[src/sv/otsb_pkg.sv]
// shared types, constants and command codes for the one-shot timer bank
package otsb_pkg;

   localparam int NUM_TIMERS = 10;
   localparam int SLOT_W     = (NUM_TIMERS > 1) ? $clog2(NUM_TIMERS) : 1;
   localparam int CNT_W      = $clog2(NUM_TIMERS + 1);
   localparam int MASK_W     = 10;
   localparam int NEW_ID_W   = 4;
   localparam int CMP_W      = 8;
   localparam int PER_W      = 8;

   localparam logic [1:0] CMD_ALLOC = 2'd0;
   localparam logic [1:0] CMD_START = 2'd1;
   localparam logic [1:0] CMD_STOP  = 2'd2;
   localparam logic [1:0] CMD_TICK  = 2'd3;

   typedef struct packed {
      logic [1:0]       cmd;
      logic [5:0]       slot_id;
      logic [PER_W-1:0] period;
   } req_type;

   typedef struct packed {
      logic                status;
      logic [NEW_ID_W-1:0] new_id;
      logic [MASK_W-1:0]   expired_mask;
   } rsp_type;

   typedef struct packed {
      logic             active;
      logic [PER_W-1:0] count;
      logic [PER_W-1:0] period;
   } slot_type;

   typedef struct packed {
      req_type word;
      logic    slot_allocated;
   } walk_ctl_type;

endpackage

[src/sv/one_shot_timer_bank_top.sv]
// top level of the one-shot timer bank: command control and the ring of slot cells
// flow: a word accepted while idle walks the ring, which makes one full turn, one slot
//   per cycle; the registered result strobe follows the last slot of the turn
// one word at a time: no new word is taken until the turn is done, as set by the single update
//   point at the head of the ring; busy stays high while the ring turns
// reset: synchronous, active high; all slots inactive with zero counter and
//   period, no slots allocated; the receiver cannot stall, results are one-cycle strobes
module one_shot_timer_bank_top
   import otsb_pkg::*;
(
   input  logic    clock,
   input  logic    reset,
   input  logic    start,
   output logic    busy,
   input  req_type req_word,
   output logic    rsp_valid,
   output rsp_type rsp_word
);

   // controller states
   localparam logic ST_IDLE = 1'b0;
   localparam logic ST_WALK = 1'b1;

   logic                state_ff, state_in;
   logic [SLOT_W-1:0]   pos_ff, pos_in;
   logic [CNT_W-1:0]    alloc_ff, alloc_in;
   req_type             word_ff, word_in;
   logic                status_ff, status_in;
   logic [NEW_ID_W-1:0] new_id_ff, new_id_in;
   logic [MASK_W-1:0]   mask_ff, mask_in;
   logic                rsp_valid_ff, rsp_valid_in;

   logic          accept;
   logic          shift_en;
   logic          last_slot;
   logic          id_ok;
   walk_ctl_type  ctl;
   slot_type      cell_q [NUM_TIMERS];
   slot_type      head_nxt;
   logic          expire;

   assign accept    = start && (state_ff == ST_IDLE);
   assign shift_en  = state_ff == ST_WALK;
   assign last_slot = pos_ff == SLOT_W'(NUM_TIMERS - 1);
   assign id_ok     = CMP_W'(req_word.slot_id) < CMP_W'(NUM_TIMERS);

   // ring: head cell feeds the update, result re-enters at the tail
   assign ctl.word           = word_ff;
   assign ctl.slot_allocated = CMP_W'(pos_ff) < CMP_W'(alloc_ff);

   otsb_update u_update (
      .ctl    (ctl),
      .pos    (pos_ff),
      .cur    (cell_q[0]),
      .nxt    (head_nxt),
      .expire (expire)
   );

   for (genvar gi = 0; gi < NUM_TIMERS; gi++) begin : g_cell
      slot_type from_next;
      if (gi == NUM_TIMERS - 1) begin : g_tail
         assign from_next = head_nxt;
      end else begin : g_mid
         assign from_next = cell_q[gi+1];
      end
      otsb_cell u_cell (
         .clock     (clock),
         .reset     (reset),
         .shift_en  (shift_en),
         .from_next (from_next),
         .q         (cell_q[gi])
      );
   end

   always_comb begin
      state_in     = state_ff;
      pos_in       = pos_ff;
      alloc_in     = alloc_ff;
      word_in      = word_ff;
      status_in    = status_ff;
      new_id_in    = new_id_ff;
      mask_in      = mask_ff;
      rsp_valid_in = 1'b0;

      unique case (state_ff)
         ST_IDLE: begin
            if (accept) begin
               // allocate and id checks are settled up front
               word_in   = req_word;
               pos_in    = '0;
               mask_in   = '0;
               status_in = 1'b0;
               new_id_in = '0;
               state_in  = ST_WALK;
               if (req_word.cmd == CMD_ALLOC) begin
                  if (CMP_W'(alloc_ff) < CMP_W'(NUM_TIMERS)) begin
                     new_id_in = NEW_ID_W'(alloc_ff);
                     alloc_in  = alloc_ff + CNT_W'(1);
                  end else begin
                     new_id_in = NEW_ID_W'(NUM_TIMERS);
                     status_in = 1'b1;
                  end
               end else if (req_word.cmd == CMD_START || req_word.cmd == CMD_STOP) begin
                  status_in = !id_ok;
               end
            end
         end
         ST_WALK: begin
            // collect expiry bits for slots that fit in the mask
            for (int b = 0; b < MASK_W; b++) begin
               if (expire && (CMP_W'(pos_ff) == CMP_W'(b))) begin
                  mask_in[b] = 1'b1;
               end
            end
            pos_in = pos_ff + SLOT_W'(1);
            if (last_slot) begin
               pos_in       = '0;
               state_in     = ST_IDLE;
               rsp_valid_in = 1'b1;
            end
         end
      endcase
   end

   always_ff @(posedge clock) begin
      if (reset) begin
         state_ff     <= ST_IDLE;
         pos_ff       <= '0;
         alloc_ff     <= '0;
         rsp_valid_ff <= 1'b0;
      end else begin
         state_ff     <= state_in;
         pos_ff       <= pos_in;
         alloc_ff     <= alloc_in;
         rsp_valid_ff <= rsp_valid_in;
      end
   end

   always_ff @(posedge clock) begin
      word_ff   <= word_in;
      status_ff <= status_in;
      new_id_ff <= new_id_in;
      mask_ff   <= mask_in;
   end

   assign busy                  = state_ff == ST_WALK;
   assign rsp_valid             = rsp_valid_ff;
   assign rsp_word.status       = status_ff;
   assign rsp_word.new_id       = new_id_ff;
   assign rsp_word.expired_mask = mask_ff;

endmodule

[src/sv/otsb_cell.sv]
// one cell of the slot ring: holds one slot and takes its neighbor's slot on a shift
module otsb_cell
   import otsb_pkg::*;
(
   input  logic     clock,
   input  logic     reset,
   input  logic     shift_en,
   input  slot_type from_next,
   output slot_type q
);

   slot_type slot_ff;

   always_ff @(posedge clock) begin
      if (reset) begin
         slot_ff <= '0;
      end else if (shift_en) begin
         slot_ff <= from_next;
      end
   end

   assign q = slot_ff;

endmodule

[src/sv/otsb_update.sv]
// command update applied to the slot leaving the head of the ring
module otsb_update
   import otsb_pkg::*;
(
   input  walk_ctl_type     ctl,
   input  logic [SLOT_W-1:0] pos,
   input  slot_type         cur,
   output slot_type         nxt,
   output logic             expire
);

   logic             hit;
   logic [PER_W-1:0] cnt_inc;

   assign hit     = CMP_W'(pos) == CMP_W'(ctl.word.slot_id);
   assign cnt_inc = cur.count + PER_W'(1);

   always_comb begin
      nxt    = cur;
      expire = 1'b0;
      unique case (ctl.word.cmd)
         CMD_ALLOC: begin
            nxt = cur;
         end
         CMD_START: begin
            if (hit) begin
               nxt.period = ctl.word.period;
               nxt.count  = '0;
               nxt.active = 1'b1;
            end
         end
         CMD_STOP: begin
            if (hit) begin
               nxt.count  = '0;
               nxt.active = 1'b0;
            end
         end
         CMD_TICK: begin
            if (ctl.slot_allocated && cur.active) begin
               nxt.count = cnt_inc;
               if (cnt_inc == cur.period) begin
                  nxt.active = 1'b0;
                  expire     = 1'b1;
               end
            end
         end
      endcase
   end

endmodule

[config.mk]
export PLATFORM = sky130hd
export DESIGN_NAME = one_shot_timer_bank_top
export DESIGN_NICKNAME = d
export VERILOG_FILES = /design/src/sv/otsb_pkg.sv /design/src/sv/one_shot_timer_bank_top.sv /design/src/sv/otsb_cell.sv /design/src/sv/otsb_update.sv
export SDC_FILE = /design/constraint.sdc
export NUM_CORES = 1
export LEC_CHECK = 0
export ABC_CLOCK_PERIOD_IN_PS = 3100
export BUFFER_PORTS_ARGS = -buffer_cell sky130_fd_sc_hd__buf_2
export CORE_MARGIN = 2
export CORE_UTILIZATION = 40
export CTS_CLUSTER_SIZE = 24
export DETAILED_ROUTE_END_ITERATION = 8
export PLACE_DENSITY_LB_ADDON = 0.05
export SETUP_SLACK_MARGIN = 0.15
export SLEW_MARGIN = 10
export SYNTH_ARGS = -nofsm -noshare
export SYNTH_HDL_FRONTEND = slang
export SYNTH_SLANG_ARGS = --single-unit
[constraint.sdc]
create_clock -name clock -period 3.1 [get_ports clock]
set_input_delay 0 -clock clock [delete_from_list [all_inputs] [get_ports clock]]
set_output_delay 0 -clock clock [all_outputs]
set_load 0.1 [all_outputs]
Word-level counts from Yosys, hierarchy flattened
Cells that the tools add are included.
{"block": "totals", "ff_bits": 211, "in_bits": 19, "output_inout_bits": 17}
{"block": "classes", "addsub": 3, "magnitude_cmp": 3, "n_eq_ne": 27, "n_mux": 32, "bitwise_logic": 1, "n_reduce_logical": 31}
{"operator": "case mux 9 bit (4 select lines)", "n": 1}
{"operator": "AND reduction 2 bit", "n": 12}
{"operator": "2-to-1 mux 1 bit", "n": 20}
{"operator": "!= test 2 x 1 -> 1 bit (second input constant)", "n": 10}
{"operator": "case mux 10 bit (2 select lines)", "n": 1}
{"operator": "2-to-1 mux 9 bit", "n": 2}
{"operator": "2-to-1 mux 17 bit", "n": 1}
{"operator": "equality test 4 x 3 -> 1 bit (second input constant)", "n": 4}
{"operator": "logical AND 1 bit", "n": 12}
{"operator": "2-to-1 mux 4 bit", "n": 3}
{"operator": "2-to-1 mux 10 bit", "n": 1}
{"operator": "adder 4 x 1 -> 4 bit (second input constant)", "n": 2}
{"operator": "adder 8 x 1 -> 8 bit (second input constant)", "n": 1}
{"operator": "equality test 4 x 2 -> 1 bit (second input constant)", "n": 2}
{"operator": "equality test 4 bit (second input constant)", "n": 2}
{"operator": "equality test 8 bit", "n": 1}
{"operator": "2-to-1 mux 8 bit", "n": 1}
{"operator": "case mux 4 bit (2 select lines)", "n": 1}
{"operator": "equality test 2 bit (second input constant)", "n": 3}
{"operator": "equality test 4 x 6 -> 1 bit", "n": 1}
{"operator": "< comparator 6 x 4 -> 1 bit (second input constant)", "n": 1}
{"operator": "equality test 2 x 1 -> 1 bit (second input constant)", "n": 2}
{"operator": "equality test 4 x 1 -> 1 bit (second input constant)", "n": 1}
{"operator": "zero test 2 bit", "n": 2}
{"operator": "10 further kinds", "n": 10}

Depth between registers and ports, before layout
Gate-level depths: netlist of the first run.
{"block": "logic_depth", "word_depth": 8, "depth_mapped": 9}

By module
From an unflattened synthesis of the first run, not the netlist that was laid out.
{"block": "hier_totals", "hier_cells": 765, "area_unflattened_um2": 8419.3}
{"module": "otsb_cell", "n_inst": 10, "cells_each": 55, "area_each_um2": 614.3, "seq_area_each_um2": 340.3}
{"module": "one_shot_timer_bank_top", "n_inst": 1, "cells_each": 130, "area_each_um2": 1676.6, "seq_area_each_um2": 1131.1}
{"module": "otsb_update", "n_inst": 1, "cells_each": 85, "area_each_um2": 599.3, "seq_area_each_um2": 0.0}

Worst setup path after synthesis of the first run
OpenSTA, ideal clock, no wires.
{"block": "synth_timing", "path_kind": "register to register", "from": "reg state_ff (netlist: busy)", "to": "reg mask_ff[6], enable pin", "arrival_ns": 2.237, "required_time_ns": 2.790, "path_slack_ns": 0.552, "stages_incl_launch_ff": 6, "path_buffers": 3, "path_cell_list": "dfxtp_1 > clkbuf_1 > clkbuf_1 > clkbuf_1 > nand4_1 > o21ai_0"}
{"block": "synth_between", "elab_chain_len": 4}
{"item": "from (decl)", "line_no": "one_shot_timer_bank_top.sv:24", "rtl": "logic state_ff, state_in;"}
{"item": "from (signal assigned)", "line_no": "one_shot_timer_bank_top.sv:132", "rtl": "state_ff <= state_in;"}
{"item": "NOT 1 bit (no line)"}
{"item": "logical AND 1 bit", "line_no": "one_shot_timer_bank_top.sv:42", "rtl": "assign accept = start && (state_ff == ST_IDLE);"}
{"item": "!= test 2 bit (no line)"}
{"item": "AND reduction 2 bit (no line) *"}
{"item": "to (signal assigned)", "line_no": "one_shot_timer_bank_top.sv:143", "rtl": "mask_ff <= mask_in;"}
{"item": "to (decl)", "line_no": "one_shot_timer_bank_top.sv:30", "rtl": "logic [MASK_W-1:0] mask_ff, mask_in;"}
Mark *: on every way between the ends. The rest lies on a longest branch, timed or not.
A chain may end at the register's enable or synchronous reset.

Worst setup path after layout of the first run
{"block": "layout_timing", "from": "reg pos_ff[1]", "to": "reg mask_ff[8], enable pin"}
{"block": "layout_between", "elab_chain_len": 7}
{"item": "from (decl)", "line_no": "one_shot_timer_bank_top.sv:25", "rtl": "logic [SLOT_W-1:0] pos_ff, pos_in;"}
{"item": "from (signal assigned)", "line_no": "one_shot_timer_bank_top.sv:133", "rtl": "pos_ff <= pos_in;"}
{"item": "< comparator 4 bit", "line_no": "one_shot_timer_bank_top.sv:49", "rtl": "assign ctl.slot_allocated = CMP_W'(pos_ff) < CMP_W'(alloc_ff);"}
{"item": "logical AND 1 bit", "line_no": "otsb_update.sv:39", "rtl": "if (ctl.slot_allocated && cur.active) begin"}
{"item": "2-to-1 mux 1 bit", "line_no": "otsb_update.sv:39"}
{"item": "2-to-1 mux 1 bit", "line_no": "otsb_update.sv:21", "rtl": "unique case (ctl.word.cmd)"}
{"item": "logical AND 1 bit *", "line_no": "one_shot_timer_bank_top.sv:111", "rtl": "if (expire && (CMP_W'(pos_ff) == CMP_W'(b))) begin"}
{"item": "!= test 2 x 1 -> 1 bit (no line) *"}
{"item": "AND reduction 2 bit (no line) *"}
Marks and branches as above.

==> run summary, run 1 <==
status -> finished clean
htree depth -> 1
Vias/cell -> 4.84
final setup margin -> 0.598 ns
post-synthesis sequential area ratio -> 55.1%
drt pass-1 iters -> 4
sequential power share -> 48.7%
peak supply drop -> 0.354 mV
cell area after synthesis -> 8240 um2
R2R setup slack -> 0.60 ns
Final ANT Viol Nets -> 0
Finished Cell Area -> 9480 um2
final setup TNS -> 0 ns
clk_lat worst skew -> 0.51 ns
CP Data Arrival Time -> 2.69 ns
Reg clk slew, reported paths -> 0.06 ns
Post-Synthesis Net Count -> 805
Setup Crit Path Kind -> reg -> reg
met3 routed WL -> 455 um
FFs w/ async S/R, synth -> 0%
worst slack at placement -> 0.623 ns
CTS tree -> yes
Leak -> 3.67 nW
drt total wl -> 14,700 um
setup violators final -> 0
worst min path class -> in -> reg
root buffer cell -> clkbuf_16
routed vias -> 5,300
synthesis-to-layout area growth -> 15.1%
post-CTS sizing -> 0
Die X -> 147 um
fin crit share -> 80.7%
row cnt -> 52
Clk pwr share -> 44.5%
Sw Share -> 22.9%
worst path required time -> 3.29 ns
Initial Util -> 40.7%
sw power -> 1.34 mW
relative slew slack -> 35.4%
post-synth top area cell -> dfxtp_1
area share of the largest cell type after synthesis -> 43.7%
main flop type after synthesis -> dfxtp_1
met1 WL -> 7310 um
top post-synthesis cells by area -> dfxtp_1 (44%), mux2i_1 (20%), edfxtp_1 (11%), nor2_1 (8.3%), clkbuf_1 (1.5%)
FF-to-FF End -> mask_ff[8]
n_diodes -> 0
RSZ-0062 raised after global routing -> no
global-route wire length before repair -> 24,400 um
min cycle time layout -> 2.50 ns
Worst Setup SP -> pos_ff[1]
Max Cap Viol -> 0
share of cells above drive strength 1 -> 10.9%
Congestion Overflow GR -> 0
worst r2r src -> pos_ff[1]
Layout Nets -> 835
most frequent standard cell in the layout excluding fill and tap cells -> nor2_1
worst slew pin tran -> 0.969 ns
clk_skew -> 0.0103 ns
Hold Violations, Final -> 0
most frequent cells in the layout -> nor2_1 (183), dfxtp_1 (179), mux2i_1 (164)
detailed-placement wirelength estimate -> 9150 um
Die Height -> 147 um
Syn. warnings -> 0
crit path launch type -> register
CTS max path bufs -> 3
# port buffers -> 35
syn_area_per_cell -> 10.6 um2
Crit Path Max Fanout -> 15
CP Capture Point -> mask_ff[8]
synth unique cells -> 49
Num CTS Buffers -> 23
placed inst area -> 8580 um2
Max Slew Vio Count -> 0
Comb power frac -> 6.7%
achievable frequency -> 0.400 GHz
Die ar. -> 21,800 um2
Core Region -> 20,200 um2
Iteration-0 DRC Markers -> 210
routed length per instance -> 13.4 um
Seq cells post-synth -> 211
Worst setup EP type -> register
power per cell area -> 620 nW/um2
GRT Overall Usage -> 13.4%
clk sinks -> 211
internal power -> 4.54 mW
DRC viols -> 0
initial antenna violation count -> 0
number of global-route vias before repair -> 5,045
EDFF count, synth -> 31
# IOs -> 36
Post-Syn Instances -> 780
Placer Congestion -> 0.839
R2R depth -> 6
largest net degree at the start of global routing -> 93
Highest Signal Layer -> met4
met2 routed WL -> 6580 um
layer usage:
layer	GRT usage, %	up-vias
li1	-	2726
met1	18.1	2484
met2	21.6	59
met3	2.47	31
met4	4.28	0
met5	0	-
per-stage QoR:
stage                     util [%]  hold slack, ns  total power [mW]  std cells
after floorplan                  -          0.0989              3.23        780
after global placement        42.4           0.178              3.30       1038
after detailed placement      42.4           0.178              3.31       1038
after CTS                     46.9          0.0846              5.97       1096
after global routing          46.9           0.125              6.12       1096
final                         46.9          0.0731              5.88       1096
how the worst min path moves through the flow:
stage	start	to	slack, ns	depth (start not counted)
6_report	reset	g_cell[3].u_cell.q[1]	0.07	2
5_1_grt	reset	g_cell[2].u_cell.q[0]	0.12	2
4_1_cts	reset	g_cell[2].u_cell.q[0]	0.08	2
3_5_place_dp	req_word[7]	ctl[8]	0.18	1
3_3_place_gp	req_word[8]	ctl[9]	0.18	1
2_1_floorplan	req_word[9]	ctl[10]	0.1	0
timing repair:
action / CTS / global route
setup buffers: 0 / 0
endpoints found under the hold margin: 22 / 0
hold buffers: 17 / 0
cell usage after synthesis (5+ instances only):
library cell / instances
nor3_1: 9
inv_1: 14
xor2_1: 10
dfxtp_1: 180
nand3_1: 9
buf_2: 18
nor2_1: 183
o21ai_0: 20
mux2i_1: 164
edfxtp_1: 31
clkbuf_1: 32
a21oi_1: 12
nor2b_1: 5
nand2_1: 11
a211oi_1: 9
ha_1: 6
xnor2_1: 12
flip-flops by register name, summed over array words and instances (netlist names):
signal	cells
g_cell.u_cell.q	170
alloc_ff	4
rsp_valid	1
status_ff	1
busy	1
new_id_ff	4
pos_ff	4
ctl	16
mask_ff	10
worst max-delay path, stage by stage (launching register included):
cell and delay [ns]:
dfxtp_1 0.62, ha_1 0.33, a211oi_2 0.21, o21ai_2 0.21, nor3_2 0.26, nand4b_2 0.25
o31ai_1 0.32
layout make-up:
type | count | area [um2]
Fill cell | 1879 | 10800
Sequential cell | 211 | 4540
Multi-Input combinational cell | 499 | 3400
Clock buffer | 36 | 674
Timing Repair Buffer | 61 | 428
Tap cell | 270 | 338
Clock inverter | 5 | 53.8
Inverter | 14 | 52.6
power by group through the flow:
stage,logic [mW],registers [mW],clock network (mW)
6_report,0.397,2.87,2.62
5_1_grt,0.425,2.87,2.82
4_1_cts,0.401,2.87,2.70
3_5_place_dp,0.383,2.93,0
3_3_place_gp,0.380,2.92,0
2_1_floorplan,0.238,3.00,0
kinds of logic after synthesis:
kind of cell	after synthesis	synth area share, %
buffers and inverters	70	3.71
AO/OA/AOI/OAI	61	4.79
AND/OR/NAND/NOR	245	13.1
multiplexers	165	20.1
adder cells (fa/ha/maj)	6	0.911
XOR/XNOR	22	2.34
flip-flops	211	55.1
Power figures use the tool's default switching activity.
==> run 2: changes to the inputs <==
- ABC_CLOCK_PERIOD_IN_PS: 3100 -> 2200
- clock period: 3.1 -> 2.2 ns (I/O delays scaled with it)
==> run summary, run 2 (synthesis results as in run 1) <==
Crit Path Max Fanout -> 5 (was 15)
Num CTS Buffers -> 23 (unchanged)
Comb power frac -> 7.2% (was 6.7%)
clk_lat worst skew -> 0.49 ns (was 0.51 ns)
clk sinks -> 211 (unchanged)
sw power -> 1.88 mW (was 1.34 mW)
drt pass-1 iters -> 4 (unchanged)
Vias/cell -> 4.81 (was 4.84)
largest net degree at the start of global routing -> 81 (was 93)
fin crit share -> 96.4% (was 80.7%)
DRC viols -> 0 (unchanged)
Max Cap Viol -> 0 (unchanged)
Setup Crit Path Kind -> reg -> reg (unchanged)
max reg flops -> 170 (unchanged)
GRT Overall Usage -> 14.0% (was 13.4%)
worst slew pin tran -> 0.662 ns (was 0.969 ns)
R2R setup slack -> 0.08 ns (was 0.60 ns)
initial antenna violation count -> 0 (unchanged)
CTS tree -> yes (unchanged)
routed vias -> 5,385 (was 5,300)
drt total wl -> 15,100 um (was 14,700 um)
Fillers -> 1,861 (was 1,879)
Finished Cell Area -> 9810 um2 (was 9480 um2)
Leak -> 3.80 nW (was 3.67 nW)
RSZ-0062 raised after global routing -> yes (was no)
Clk pwr share -> 43.4% (was 44.5%)
Worst setup EP type -> register (unchanged)
Core Region -> 20,200 um2 (unchanged)
# port buffers -> 35 (unchanged)
root buffer cell -> clkbuf_16 (unchanged)
relative slew slack -> 55.9% (was 35.4%)
placed inst area -> 8730 um2 (was 8580 um2)
routed length per instance -> 13.5 um (was 13.4 um)
synthesis-to-layout area growth -> 19.0% (was 15.1%)
peak supply drop -> 0.541 mV (was 0.354 mV)
worst path required time -> 2.38 ns (was 3.29 ns)
achievable frequency -> 0.471 GHz (was 0.400 GHz)
fin cells -> 1,119 (was 1,096)
crit-path cells -> ha_4 > xor2_1 > a211oi_1 > nand4_1 > nor3_4 > buf_6 > nand4b_4 > o31ai_2 (was ha_1 > a211oi_2 > o21ai_2 > nor3_2 > nand4b_2 > o31ai_1)
Die Height -> 147 um (unchanged)
Placer Congestion -> 0.808 (was 0.839)
Die ar. -> 21,800 um2 (unchanged)
CTS max path bufs -> 3 (unchanged)
min cycle time layout -> 2.12 ns (was 2.50 ns)
Layout Nets -> 858 (was 835)
internal power -> 6.28 mW (was 4.54 mW)
crit path launch type -> register (unchanged)
detailed-placement wirelength estimate -> 9210 um (was 9150 um)
row cnt -> 52 (unchanged)
power per cell area -> 832 nW/um2 (was 620 nW/um2)
status -> finished clean (unchanged)
setup violators final -> 0 (unchanged)
Die X -> 147 um (unchanged)
Congestion Overflow GR -> 0 (unchanged)
Sw Share -> 23.0% (was 22.9%)
Post-Place Cells -> 1,054 (was 1,038)
Max Slew Vio Count -> 0 (unchanged)
slowest stage delay, CP -> 0.33 ns (was 0.62 ns)
most frequent standard cell in the layout excluding fill and tap cells -> nor2_1 (unchanged)
share of cells above drive strength 1 -> 16.3% (was 10.9%)
sequential power share -> 49.4% (was 48.7%)
n_diodes -> 0 (unchanged)
Iteration-0 DRC Markers -> 244 (was 210)
htree depth -> 1 (unchanged)
# IOs -> 36 (unchanged)
number of global-route vias before repair -> 5,165 (was 5,045)
Initial Util -> 40.7% (unchanged)
worst min path class -> in -> reg (unchanged)
Reg clk slew, reported paths -> 0.06 ns (about the same)
CP Data Arrival Time -> 2.31 ns (was 2.69 ns)
most frequent cells in the layout -> nor2_1 (183), dfxtp_1 (173), mux2i_1 (164) (was nor2_1 (183), dfxtp_1 (179), mux2i_1 (164))
global-route wire length before repair -> 25,600 um (was 24,400 um)
Final ANT Viol Nets -> 0 (unchanged)
Slowest cell on crit path -> dfxtp_2 (was dfxtp_1)
Hold Violations, Final -> 0 (unchanged)
clk_skew -> 0.00792 ns (was 0.0103 ns)
run 2: cell types whose count changed in the layout (fill, tap and decap cells not counted), moves of 3 or more:
| cell | previous run | this run |
|---|---|---|
| o21ai_2 | 1 | 7 |
| dfxtp_2 | 0 | 6 |
| dfxtp_1 | 179 | 173 |
| o21ai_0 | 20 | 12 |
| buf_4 | 9 | 27 |
| clkinv_2 | 3 | 6 |
run 2: path summary, 6_finish.rpt:
check,start,to,cells after the start
setup reg to reg,g_cell[0].u_cell.q[9],mask_ff[8],8
setup / recovery,g_cell[0].u_cell.q[9],mask_ff[8],8
hold / removal,reset,g_cell[6].u_cell.q[14],2
hold reg to reg,g_cell[9].u_cell.q[16],g_cell[9].u_cell.q[16],2
run 2: timing repair:
item / CTS / global route
hold endpoints to repair: 21 / 0
resized for setup: 22 / 16
hold buffers: 17 / 0
endpoints found under the setup margin: 12 / 19
pin swaps: 7 / 5
cloned: 1 / 0
buffers inserted: 2 / 4
run 2: area by class of cell:
class                           count  area, um2  share of cell area (%)
Clock inverter                      7       37.5                   0.383
Timing Repair Buffer               83        626                    6.38
Sequential cell                   211       4550                    46.4
Clock buffer                       34        667                    6.80
Multi-Input combinational cell    500       3540                    36.1
Inverter                           14       56.3                   0.574
Tap cell                          270        338                    3.45
run 2: metrics by stage:
stage | worst slack, ns | power [mW] | setup TNS (ns) | util (%) | hold WS, ns
floorplan | 0.157 | 4.56 | 0 | - | 0.0989
global placement | -0.0240 | 4.66 | -0.0240 | 43.2 | 0.179
detailed placement | -0.0489 | 4.67 | -0.134 | 43.2 | 0.178
CTS | 0.0938 | 8.29 | 0 | 48.0 | 0.0143
global route | -0.0222 | 8.50 | -0.0391 | 48.5 | 0.0438
finish | 0.0789 | 8.15 | 0 | 48.5 | 0.0194
run 2: worst max-delay path, delay by kind of cell (launching register included):
family	cells	cell delay (ns)
AND/OR/NAND/NOR	3	0.53
AO/OA/AOI/OAI	2	0.43
flip-flops	1	0.33
adder cells (fa/ha/maj)	1	0.24
XOR/XNOR	1	0.14
buffers and inverters	1	0.12
run 2: power groups by stage:
stage / clock, mW / combinational (mW) / sequential, mW
finish: 3.54 / 0.588 / 4.02
global route: 3.83 / 0.633 / 4.03
CTS: 3.68 / 0.589 / 4.02
detailed placement: 0 / 0.559 / 4.11
global placement: 0 / 0.553 / 4.11
floorplan: 0 / 0.337 / 4.22
run 2: routing by layer:
metal | GRT usage [%] | vias to the layer above | wire, um
met2 | 22.2 | 61 | 6620
met5 | 0 | - | 0
met3 | 2.59 | 20 | 566
met4 | 3.61 | 0 | 221
li1 | - | 2780 | -
met1 | 19.8 | 2524 | 7690
